[config.mk]
export PLATFORM = sky130hd
export DESIGN_NAME = sev_lane
export DESIGN_NICKNAME = d
export VERILOG_FILES = /design/src/design/sev_pkg.sv /design/src/design/sev_lane.sv
export SDC_FILE = /design/constraint.sdc
export NUM_CORES = 2
export LEC_CHECK = 0
export ABC_AREA = 1
export ABC_CLOCK_PERIOD_IN_PS = 19800
export BUFFER_PORTS_ARGS = -buffer_cell sky130_fd_sc_hd__buf_4
export CORE_ASPECT_RATIO = 0.75
export CORE_MARGIN = 2
export CORE_UTILIZATION = 61
export DETAILED_ROUTE_END_ITERATION = 12
export GPL_ROUTABILITY_DRIVEN = 1
export PLACE_DENSITY = 0.79
export SKIP_LAST_GASP = 1
export SYNTH_ARGS = -nofsm -noshare
export SYNTH_HDL_FRONTEND = slang
export SYNTH_SLANG_ARGS = --single-unit
[constraint.sdc]
create_clock -name clk -period 19.8 [get_ports clk]
set_clock_uncertainty 0.1 [all_clocks]
set_input_delay 0.99 -clock clk [delete_from_list [all_inputs] [get_ports clk]]
set_output_delay 0.99 -clock clk [all_outputs]
set_load 0.02 [all_outputs]
[src/design/sev_pkg.sv]
// Shared types and constants for the Smagorinsky eddy viscosity block.
// No dependencies; imported by every module of the block.
`default_nettype none
package sev_pkg;

  // Register indexes of the configuration port.
  localparam logic CFG_MODEL_CONSTANT  = 1'b0;
  localparam logic CFG_SPACE_DIMENSION = 1'b1;

  localparam logic [15:0] CS_RESET  = 16'd11796;
  localparam logic [1:0]  DIM_RESET = 2'd3;
  localparam logic [1:0]  DIM_3D    = 2'd3;

  // Widths along the datapath.
  localparam int SQ_W    = 65;   // square of a 33-bit magnitude
  localparam int X_W     = 67;   // 2 S:S in Q32.32
  localparam int ROOT_W  = 35;   // floored root
  localparam int RAD_W   = 2 * ROOT_W;
  localparam int REM_W   = ROOT_W + 2;
  localparam int SQRT_STAGES = ROOT_W;

  // One slot of the square root pipeline, with the scale factor riding along.
  typedef struct packed {
    logic              valid;
    logic [RAD_W-1:0]  rad;
    logic [REM_W-1:0]  rem;
    logic [ROOT_W-1:0] root;
    logic [63:0]       scale;
  } sqrt_slot_t;

endpackage
`default_nettype wire

[src/design/sev_lane.sv]
// One lane of the strain tensor: squares the sum of two gradient components.
// Depends on sev_pkg.
`default_nettype none
module sev_lane (
  input  wire logic                       clk,
  input  wire logic                       en,
  input  wire logic                       use_lane,
  input  wire logic signed [31:0]         a,
  input  wire logic signed [31:0]         b,
  output logic [sev_pkg::SQ_W-1:0]        sq
);
  import sev_pkg::*;

  logic signed [32:0] sum;
  logic [32:0]        mag;
  logic [65:0]        prod;

  // Magnitude of the component sum, then its square.
  always_comb begin
    sum  = 33'(a) + 33'(b);
    mag  = sum[32] ? 33'(-sum) : 33'(sum);
    prod = 66'(mag) * 66'(mag);
  end

  always_ff @(posedge clk) begin
    if (en) begin
      sq <= use_lane ? prod[SQ_W-1:0] : '0;
    end
  end

endmodule
`default_nettype wire

# After elaboration in Yosys (flattened, before gate mapping)
# Index checks and enable logic that the tools add are counted.
# Widths: inputs -> output; s select.
[word_totals]
regBits = 65
in_bits = 67
output_inout_bits = 65
elab_cells = 5
[classes]
add_sub_neg = 2
multipliers = 1
mux = 1
[ops]
columns = ["operator", "n"]
rows = [
  ["$mul 33x33->65", 1],
  ["$add 32x32->33", 1],
  ["$mux 33", 1],
  ["$neg 33->33", 1],
]

# Depth between registers and ports, before layout
[logic_depth]
ltp_word = 4
depth_mapped = 55
ltp_nobuf = 52

# Least setup slack after synthesis
# No wires, ideal clock.
[synth_timing]
path_kind = "in2reg"
startpoint = "input a[0]"
endpoint = "register sq[59] (netlist name) (data pin)"
setup_time_ns = 0.255
arrival_time_ns = 9.402
setup_slack_ns = 10.043
cell_stages = 46
path_cell_list = "ha_1 inv_1 fa_1 inv_1 nand3_1 nand3_1 nand2_1 nand2_1 nand2_1 nand2_1 nand2_1 nand3_1 nand2_1 inv_1 buf_2 buf_2 nand3_1 nand2_1 (+10 left out) inv_1 fa_1 inv_1 fa_1 fa_1 ha_1 nand2_1 nor2_1 inv_1 nor2_1 and3_1 a21oi_1 o21bai_1 a21oi_1 o21ai_0 nand2_1 a21oi_1 nor2_1"
[synth_via]
elab_chain_cells = 4
[synth_rtl]
columns = ["element", "line", "rtl"]
rows = [
  ["start: declaration", "sev_lane.sv:8", "input wire logic signed [31:0] a,"],
  ["$add 32x32->33 (*)", "sev_lane.sv:20", "sum = 33'(a) + 33'(b);"],
  ["$neg 33->33", "sev_lane.sv:21", "mag = sum[32] ? 33'(-sum) : 33'(sum);"],
  ["$mux 33 (*)", "sev_lane.sv:21", ""],
  ["$mul 33x33->65 (*)", "sev_lane.sv:22", "prod = 66'(mag) * 66'(mag);"],
  ["end signal: assignment", "sev_lane.sv:27", "sq <= use_lane ? prod[SQ_W-1:0] : '0;"],
  ["end: declaration", "sev_lane.sv:10", "output logic [sev_pkg::SQ_W-1:0] sq"],
]
# Every way passes the cells marked *; elsewhere a longest branch is shown, timed or not.
# A chain may end at the register's enable or synchronous reset.

# Worst setup path in the final report
[layout_timing]
startpoint = "input b[0]"
endpoint = "register sq[52] (netlist name) (data pin)"
[layout_via]
elab_chain_cells = 4
[layout_rtl]
columns = ["element", "line", "rtl"]
rows = [
  ["start: declaration", "sev_lane.sv:9", "input wire logic signed [31:0] b,"],
  ["$add 32x32->33 (*)", "sev_lane.sv:20", ""],
  ["$neg 33->33", "sev_lane.sv:21", ""],
  ["$mux 33 (*)", "sev_lane.sv:21", ""],
  ["$mul 33x33->65 (*)", "sev_lane.sv:22", ""],
]
# Marks and branches as above.

==> impl_metrics.env <==
export IMPL_largestRegisters="sq: 64 flops"
export IMPL_async_reset_ff_share_pct=0
export IMPL_synth_area_mux_share_pct=0
export IMPL_synth_compound_area_share_pct=5.06
export IMPL_cts_tree="yes"
export IMPL_worst_slew_pin_transition_ps=1090
export IMPL_routed_wl_mm=102
export IMPL_place_gp_congestion=1.00
export IMPL_yosysWarnings=0
export IMPL_synth_largest_area_cell="fa_1"
export IMPL_grt_antenna_before_repair=0
export IMPL_cts_inserted_buffers=9
export IMPL_die_w_microns=285
export IMPL_synth_xor_area_share_pct=0.622
export IMPL_drive_gt1_share_pct=4.73
export IMPL_cp_end_kind="flip-flop"
export IMPL_fp_dieH_microns=215
export IMPL_clkSinkCount=64
export IMPL_start_util_pct=61.6
export IMPL_synth_ff_type="edfxtp_1"
export IMPL_grt_usage_pct=35.3
export IMPL_nFillCells=4918
export IMPL_yosys_top_cells_area="fa_1 (48%), inv_1 (15%), ha_1 (10%)"
export IMPL_crit_required_ps=19800
export IMPL_max_freq_mhz=79.2
export IMPL_critPathKind="in2reg"
export IMPL_port_buffers=130
export IMPL_ctsResizeCount=0
export IMPL_avgSynthCellArea_sq_um=8.11
export IMPL_dp_cells=5340
export IMPL_synth_top_family_by_area="adder cells"
export IMPL_rsz0062_at_grt="false"
export IMPL_hold_buffers=0
export IMPL_viasPerCell=5.42
export IMPL_largest_reg_flops=64
export IMPL_instances_no_fill=5354
export IMPL_first_iter_violations=2982
export IMPL_drtAntennaViolNets=0
export IMPL_synth_seq_cells=64
export IMPL_clk_pin_slew_ps=50
export IMPL_setup_viol=0
export IMPL_critical_path_arrival_ps=12620
export IMPL_synthesis_area_sq_um=36200
export IMPL_hp_class="in2reg"
export IMPL_status="finished, final reports clean"
export IMPL_post_synth_top_count_cell="inv_1"
export IMPL_crit_path_max_incr_delay_ps=730
export IMPL_crit_top_cell="nand2_1"
export IMPL_antenna_cells=0
export IMPL_synth_simple_area_share_pct=15.0
export IMPL_synth_edf_count=64
export IMPL_path_delay_family="adder cells"
export IMPL_root_buffer="clkbuf_16"
export IMPL_period_minus_slack_ps=12630
export IMPL_synthAdderAreaFrac_pct=57.8
export IMPL_cp_slowest_cell="inv_1"
export IMPL_synthCells=4462
export IMPL_grt_ovfl_total=0
export IMPL_crit_buf_inv=13
export IMPL_largest_register="sq"
export IMPL_syn2layout_area_growth_pct=5.98
export IMPL_grt_max_degree=65
export IMPL_htreeDepth=3
export IMPL_drtPass1Iterations=6
export IMPL_tns_ps=0
export IMPL_route_detailed_drc=0
export IMPL_yosysSeqAreaShare_pct=5.31
export IMPL_dieArea_sq_um=61300
export IMPL_std_cell_rows=77
export IMPL_wl_per_cell_microns=19.1
export IMPL_hold_violations=0
export IMPL_clk_path_buf_depth=2
export IMPL_drv_cap=0
export IMPL_cp_max_fo=23
export IMPL_synth_distinct_cells=50
export IMPL_nNetsFinal=5783
export IMPL_dpl_hpwl_mm=83.8
export IMPL_critPathLaunchType="input pin"
export IMPL_synth_top_area_share_pct=47.7
export IMPL_fp_coreArea_sq_um=58800
export IMPL_drv_slew=0
export IMPL_fin_crit_sh_pct=63.8
export IMPL_synthTopCellsByCount="inv_1 (1417), fa_1 (862), nand2_1 (666)"
export IMPL_grt_pass1_vias=30805
export IMPL_slew_headroom_pct=27.4
export IMPL_ios=132
export IMPL_grt_pass1_wl_mm=167
export IMPL_vias=28992
export IMPL_cts_setup_buffers=0
-- cell type report --
cell class / instances / area, sq um / share of cell area, %
well taps: 790 / 988 / 2.58
clock inverters: 5 / 50.0 / 0.131
clock buffers: 9 / 225 / 0.587
inverters: 1428 / 5360 / 14.0
repair buffers: 162 / 1220 / 3.17
flip-flops and latches: 64 / 1920 / 5.01
multi-input cells: 2896 / 28600 / 74.5
-- cells in the final DEF (no fill, tap or decap), types with 9 or more instances in the layout --
master     synthesis  layout
o21ai_0           98      98
buf_4              7     162
ha_1             293     293
o21a_1            16      16
a31oi_1           25      25
nand3_1           84      84
nand2_1          666     664
nor2_1           524     524
clkbuf_16          0       9
fa_1             862     862
o21bai_1          10      10
conb_1             2      26
inv_1           1417    1417
a21oi_1          162     162
nand4_1           21      21
nor3_1            17      17
edfxtp_1          64      64
xor2_1            15      10
-- per-layer routing --
layer,wire [microns],global-route usage [%],part of all wire [%]
met1,40800,49.8,40
met2,44500,54.2,44
met3,13000,9.01,13
met4,3970,10.2,3.9
met5,0,0,0
-- through the flow --
stage	setup slack, ps	util, %	hold WS [ps]	area [sq um]
2_1_floorplan	10040	-	1000	36300
3_3_place_gp	7520	64.8	1320	38100
3_5_place_dp	7170	64.8	1320	38100
4_1_cts	7470	65.2	1160	38300
5_1_grt	6590	65.2	1190	38300
6_report	7170	65.2	1160	38300
-- cells by family (layout without fill, tap and decap cells) --
group / Yosys count / after routing
AO/OA/AOI/OAI: 334 / 334
flip-flops: 64 / 64
adder cells (fa/ha/maj): 1155 / 1155
other: 2 / 26
buffers and inverters: 1526 / 1604
AND/OR/NAND/NOR: 1357 / 1357
XOR/XNOR: 24 / 24
-- worst paths after layout --
kind                  startpoint                   end  cells past startpoint
worst max-delay path        b[0]  sq[52]$_SDFFCE_PN0P_                     50
worst min-delay path          en  sq[17]$_SDFFCE_PN0P_                      1
Power is left out: the tool's default activity adds up to more than one toggle a clock period on the data nets, which glitch-free logic cannot reach.
