[src/design/sev_pkg.sv]
// Shared types and constants for the Smagorinsky eddy viscosity block.
// No dependencies; imported by every module of the block.
`default_nettype none
package sev_pkg;

  // Register indexes of the configuration port.
  localparam logic CFG_MODEL_CONSTANT  = 1'b0;
  localparam logic CFG_SPACE_DIMENSION = 1'b1;

  localparam logic [15:0] CS_RESET  = 16'd11796;
  localparam logic [1:0]  DIM_RESET = 2'd3;
  localparam logic [1:0]  DIM_3D    = 2'd3;

  // Widths along the datapath.
  localparam int SQ_W    = 65;   // square of a 33-bit magnitude
  localparam int X_W     = 67;   // 2 S:S in Q32.32
  localparam int ROOT_W  = 35;   // floored root
  localparam int RAD_W   = 2 * ROOT_W;
  localparam int REM_W   = ROOT_W + 2;
  localparam int SQRT_STAGES = ROOT_W;

  // One slot of the square root pipeline, with the scale factor riding along.
  typedef struct packed {
    logic              valid;
    logic [RAD_W-1:0]  rad;
    logic [REM_W-1:0]  rem;
    logic [ROOT_W-1:0] root;
    logic [63:0]       scale;
  } sqrt_slot_t;

endpackage
`default_nettype wire

[src/design/sev_sqrt_stage.sv]
// One bit of the pipelined integer square root (restoring method).
// Depends on sev_pkg.
`default_nettype none
module sev_sqrt_stage (
  input  wire logic                clk,
  input  wire logic                rst,
  input  wire logic                en,
  input  wire sev_pkg::sqrt_slot_t d,
  output sev_pkg::sqrt_slot_t      q
);
  import sev_pkg::*;

  logic [REM_W+1:0] cur;
  logic [REM_W+1:0] trial;
  logic             take;

  // Bring down the next two radicand bits and try the next root bit.
  always_comb begin
    cur   = {d.rem, d.rad[RAD_W-1 -: 2]};
    trial = {1'b0, 1'b0, d.root, 2'b01};
    take  = (cur >= trial);
  end

  always_ff @(posedge clk) begin
    if (rst) begin
      q.valid <= 1'b0;
    end else if (en) begin
      q.valid <= d.valid;
    end
  end

  always_ff @(posedge clk) begin
    if (en) begin
      q.rad   <= {d.rad[RAD_W-3:0], 2'b00};
      q.rem   <= take ? REM_W'(cur - trial) : REM_W'(cur);
      q.root  <= {d.root[ROOT_W-2:0], take};
      q.scale <= d.scale;
    end
  end

endmodule
`default_nettype wire

[config.mk]
export PLATFORM = sky130hd
export DESIGN_NAME = sev_sqrt_stage
export DESIGN_NICKNAME = d
export VERILOG_FILES = /design/src/design/sev_pkg.sv /design/src/design/sev_sqrt_stage.sv
export SDC_FILE = /design/constraint.sdc
export NUM_CORES = 1
export LEC_CHECK = 0
export ABC_AREA = 1
export BUFFER_PORTS_ARGS = -buffer_cell sky130_fd_sc_hd__clkbuf_2
export CAP_MARGIN = 20
export CORE_AREA = 5 5 161 163
export DETAILED_ROUTE_END_ITERATION = 7
export DIE_AREA = 0 0 166 168
export HOLD_SLACK_MARGIN = 0.08
export PLACE_DENSITY = 0.75
export SLEW_MARGIN = 20
export SYNTH_ARGS = -nofsm -noshare
export SYNTH_HDL_FRONTEND = slang
export SYNTH_SLANG_ARGS = --single-unit
[constraint.sdc]
create_clock -name clk -period 2.1 [get_ports clk]
set_clock_uncertainty 0.1 [all_clocks]
set_input_delay 0.315 -clock clk [delete_from_list [all_inputs] [get_ports clk]]
set_output_delay 0.315 -clock clk [all_outputs]
set_load 0.02 [all_outputs]
After elaboration in Yosys (flattened, before gate mapping)

Index checks and enable logic that the tools add are counted.

Bits in registers: 205
Latch bits: 0
Memory bits (writable): 0
Memory bits (read-only): 0
Input bits: 210
Output and inout bits: 207
Logic and storage cells: 8
Memories kept: 0

Add/sub/neg operators: 1
$mul: 0
Divide/modulo/power cells: 0
Order comparisons: 1
Eq/ne operators: 0
Shift-type cells: 0
Multiplexer cells: 1
Bitwise logic cells: 0
Reductions and logical operators: 0

Operators with widths:

| operator                                                       | count |
|---|---|
| 39-bit by 37-bit greater-or-equal comparator with 1-bit output | 1 |
| 37-bit two-way mux                                             | 1 |
| 37-bit subtractor                                              | 1 |

Logic depth before layout (Yosys ltp)

Depth in word-level cells: 2
Mapped depth: 16

Least setup slack after synthesis

OpenSTA, ideal clock, no wires.

Path kind: input -> register
Start: input port d[92] in the netlist's numbering
End: register q[108] in the netlist's numbering (data pin)
Arrival: 1.726 ns
Data required time: 1.748 ns
Setup slack: 0.021 ns
Stages on the path: 13
Buffers on the path: 2
Cells stage by stage: inv_1 ha_1 nand2_1 inv_1 nand2_1 and2_1 nand2_1 a21oi_1 nand4_2 buf_6 buf_8 nand2_2 nand2_1

Longest elaborated chain between the ends: 2

RTL lines:

| item                                                           | RTL line             | text |
|---|---|---|
| start, declared                                                | sev_sqrt_stage.sv:8  | `input wire sev_pkg::sqrt_slot_t d,` |
| 39-bit by 37-bit greater-or-equal comparator with 1-bit output | sev_sqrt_stage.sv:21 | `take = (cur >= trial);` |
| named net take                                                 | sev_sqrt_stage.sv:15 | `logic take;` |
| 37-bit two-way mux                                             | sev_sqrt_stage.sv:35 | `q.rem <= take ? REM_W'(cur - trial) : REM_W'(cur);` |
| end, declared                                                  | sev_sqrt_stage.sv:9  | `output sev_pkg::sqrt_slot_t q` |

The timed path passes the listed nets, and every way through them passes these cells.
A chain may end at the register's enable or synchronous reset.

Worst setup path after layout

Start: input port d[83] in the netlist's numbering
End: register q[113] in the netlist's numbering (data pin)

Longest elaborated chain between the ends: 2

RTL lines:

| item                                                           | RTL line |
|---|---|
| 39-bit by 37-bit greater-or-equal comparator with 1-bit output | sev_sqrt_stage.sv:21 |
| 37-bit two-way mux                                             | sev_sqrt_stage.sv:35 |

Every way passes these cells.

==> metrics.log <==
INFO  metric synth_cell_type_count = 38
INFO  metric max_flop_register = q
INFO  metric crit_path_start_kind = input port
INFO  metric clock-root-buffer = clkbuf_16
INFO  metric run_status = finished clean
INFO  metric core_area = 24200 um^2
INFO  metric vdd_drop_max = 576 uV
INFO  metric post_synth_most_frequent_cells = nand2_1, edfxtp_1, inv_1
INFO  metric hold_class = input port to flip-flop
INFO  metric cts_tree = built
INFO  metric worst_ep_required_time = 2260 ps
INFO  metric hold_slack = 97.0 ps
INFO  metric max_cap_viol_count = 0
INFO  metric cell_repeated_most_along_the_worst_path = nand2_2
INFO  metric synth-seq-cells = 205
INFO  metric placement.io_buffers = 414
INFO  metric crit_start = d[83]
INFO  metric number_of_drc_markers_in_iteration_0 = 703
INFO  metric timing_worst_slew_pin_value = 500 ps
INFO  metric fp-row-count = 57
INFO  metric place_hpwl = 28.9 mm
INFO  metric cts.clk_slew.worst_paths = 60 ps
INFO  metric drt_pre_antenna_iters = 5
INFO  metric place.gp.congestion = 0.949
INFO  metric powerDensity = 734 nW/um^2
INFO  metric postSynth.topFlopCell = edfxtp_1
INFO  metric initial_core_util = 41.0%
INFO  metric synth_area_per_cell = 10.6 um^2
INFO  metric worst_path_largest_cell_delay = 400 ps
INFO  metric die_h = 168 um
INFO  metric finish.net_count = 1928
INFO  metric hold_violations = 0
INFO  metric antenna_found_initial = 6
INFO  metric fin_crit = 1940 ps
INFO  metric path_cells = clkbuf_2, inv_1, ha_1, nand2_2, nor2_2, nand2_1, nor2_1, nand2_2, nand2_2, nand2_4, buf_12, nand3_2, nand2_1
INFO  metric path_max_fanout = 17
INFO  metric clk-insertion-delay-late = 510 ps
INFO  metric worstPathArrival = 2100 ps
INFO  metric p_total = 11.7 mW
INFO  metric syn2layout_area_growth = 60.4%
INFO  metric fmaxAchievable = 515 MHz
INFO  metric post_route_cells_drive_above_1_share = 38.6%
INFO  metric post-route-drc-count = 0
INFO  metric synth_seq_area_share = 62.0%
INFO  metric kind_of_capture_point_of_the_worst_setup_path = flip-flop
INFO  metric worstSetupPathType = input port to flip-flop
INFO  metric grt_start_max_net_pins = 50
INFO  metric grt_setup_unrepaired = no
INFO  metric htreeDepth = 1
INFO  metric detail-route-antenna-nets = 0
INFO  metric vias_per_cell = 4.69
INFO  metric grt_pass1_wl = 58.1 mm
INFO  metric globalRouteTotalUtil = 27.0%
INFO  metric setup-violations-final = 0
INFO  metric postRouteWirelength = 39.1 mm
INFO  metric timing.rr.end = q[206]
INFO  metric final_util = 65.8%
INFO  metric synthMostInstantiatedCell = nand2_1
INFO  metric yosysWarnings = 0
INFO  metric number_of_enable_type_register_cells_in_the_synthesized_netlist = 204
INFO  metric final_min_period_over_clock_period = 92.4%
INFO  metric die_width = 166 um
INFO  metric timing_max_transition_violations_final = 0
INFO  metric full_die_area = 27900 um^2
INFO  metric slowest_stage = ha_1
INFO  metric grt_pass1_vias = 9886
INFO  metric cts_inserted_buffers = 22
INFO  metric p_leak = 7.82 nW
INFO  metric biggestRegsByFlops = q x205
INFO  metric route.vias.total = 9489
INFO  metric synthesis.instances = 935
INFO  metric post_synth_instance_area = 9910 um^2
INFO  metric design.portCount = 417
INFO  metric reg2reg_depth = 3
INFO  metric post_drt_wl_per_cell = 19.3 um
INFO  metric crit_path_end = q[113]
INFO  metric relSlewSlack = 66.3%
INFO  metric grt.overflow.total = 0
INFO  metric asyncSetResetFlopFracSynth = 0%
INFO  metric cts_sinks = 205
INFO  metric yosys.area.top_type_share = 61.8%
INFO  metric synth_top_cell_by_area = edfxtp_1
INFO  metric reg2reg_from = q[206]
INFO  metric largest_register_ffs = 205
INFO  metric post_synth_main_area_contributors = edfxtp_1, nand2_1, inv_1, ha_1, nand3_2
INFO  metric rrSetupSlack = 820 ps
INFO  metric clock_path_buffers = 3
[where the power goes]
| group | leakage (nW) | total, mW | internal (mW) | switching [mW] |
|---|---|---|---|---|
| clock network | 0.328 | 3.72 | 2.12 | 1.60 |
| registers | 2.00 | 5.08 | 4.95 | 0.130 |
| logic | 5.49 | 2.87 | 1.19 | 1.68 |
| total | 7.82 | 11.7 | 8.26 | 3.41 |
[critical path, delay by kind of cell]
| family | cells | cell delay [ps] |
|---|---|---|
| AND/OR/NAND/NOR | 9 | 1060 |
| adder cells (fa/ha/maj) | 1 | 400 |
| buffers and inverters | 3 | 310 |
[cells in the final DEF (no fill, tap or decap), drive strengths merged, types with 8 or more instances in the layout]
cell and count:
a21oi 27, clkbuf 441, edfxtp 204, nand2 299
o21ai 8, nand3 77, dlygate4sd3 177, nor2 73
ha 37, xor2 17, nand3b 10, inv 141
buf 144, clkinv 10
[metrics by stage]
stage / TNS (ps) / instances / setup WS, ps / area (um^2)
4_1_cts: 0 / 2020 / 201 / 15900
5_1_grt: 0 / 2022 / 7.31 / 15900
2_1_floorplan: 0 / 936 / 21.5 / 9920
6_report: 0 / 2022 / 160 / 15900
3_3_place_gp: -10380 / 1804 / -294 / 13400
3_5_place_dp: -11280 / 1804 / -330 / 13400
[kinds of logic after synthesis]
kind of cell	synth area share (%)
other cells	0.0378
compound gates	2.45
fa+ha+maj	4.67
xor+xnor	1.68
mux	0.101
flops	62.0
simple gates	22.0
buf+inv	7.03
[cell type report]
type	instances	area (um^2)
multi-input combinational	575	3090
clock buffer	27	591
antenna	2	5.00
inverter	142	533
fill	1902	8270
sequential	205	6150
timing repair buffer	735	5050
tap	324	405
clock inverter	12	85.1
[layer usage]
layer	global-route usage, %	part of all wire (%)	vias up
met5	0	0.12	-
met4	10.0	4.2	8
met3	5.91	6.7	84
met2	48.9	51	384
met1	31.4	38	4429
li1	-	-	4584
[how the worst min path moves through the flow]
stage / cells after the start / startpoint / slack (ps) / end
floorplan: 1 / rst / 290 / q[206]
global placement: 2 / rst / 380 / q[206]
detailed placement: 2 / rst / 380 / q[206]
CTS: 3 / d[113] / 80 / q[115]
global route: 3 / d[113] / 100 / q[115]
finish: 3 / d[113] / 100 / q[115]
[what timing repair did]
item,CTS,global route
resized for setup,0,4
endpoints found under the setup margin,0,17
hold buffers,177,0
setup buffers,0,0
endpoints found under the hold margin,176,0
No activity file was read; power rests on OpenSTA's default activity.
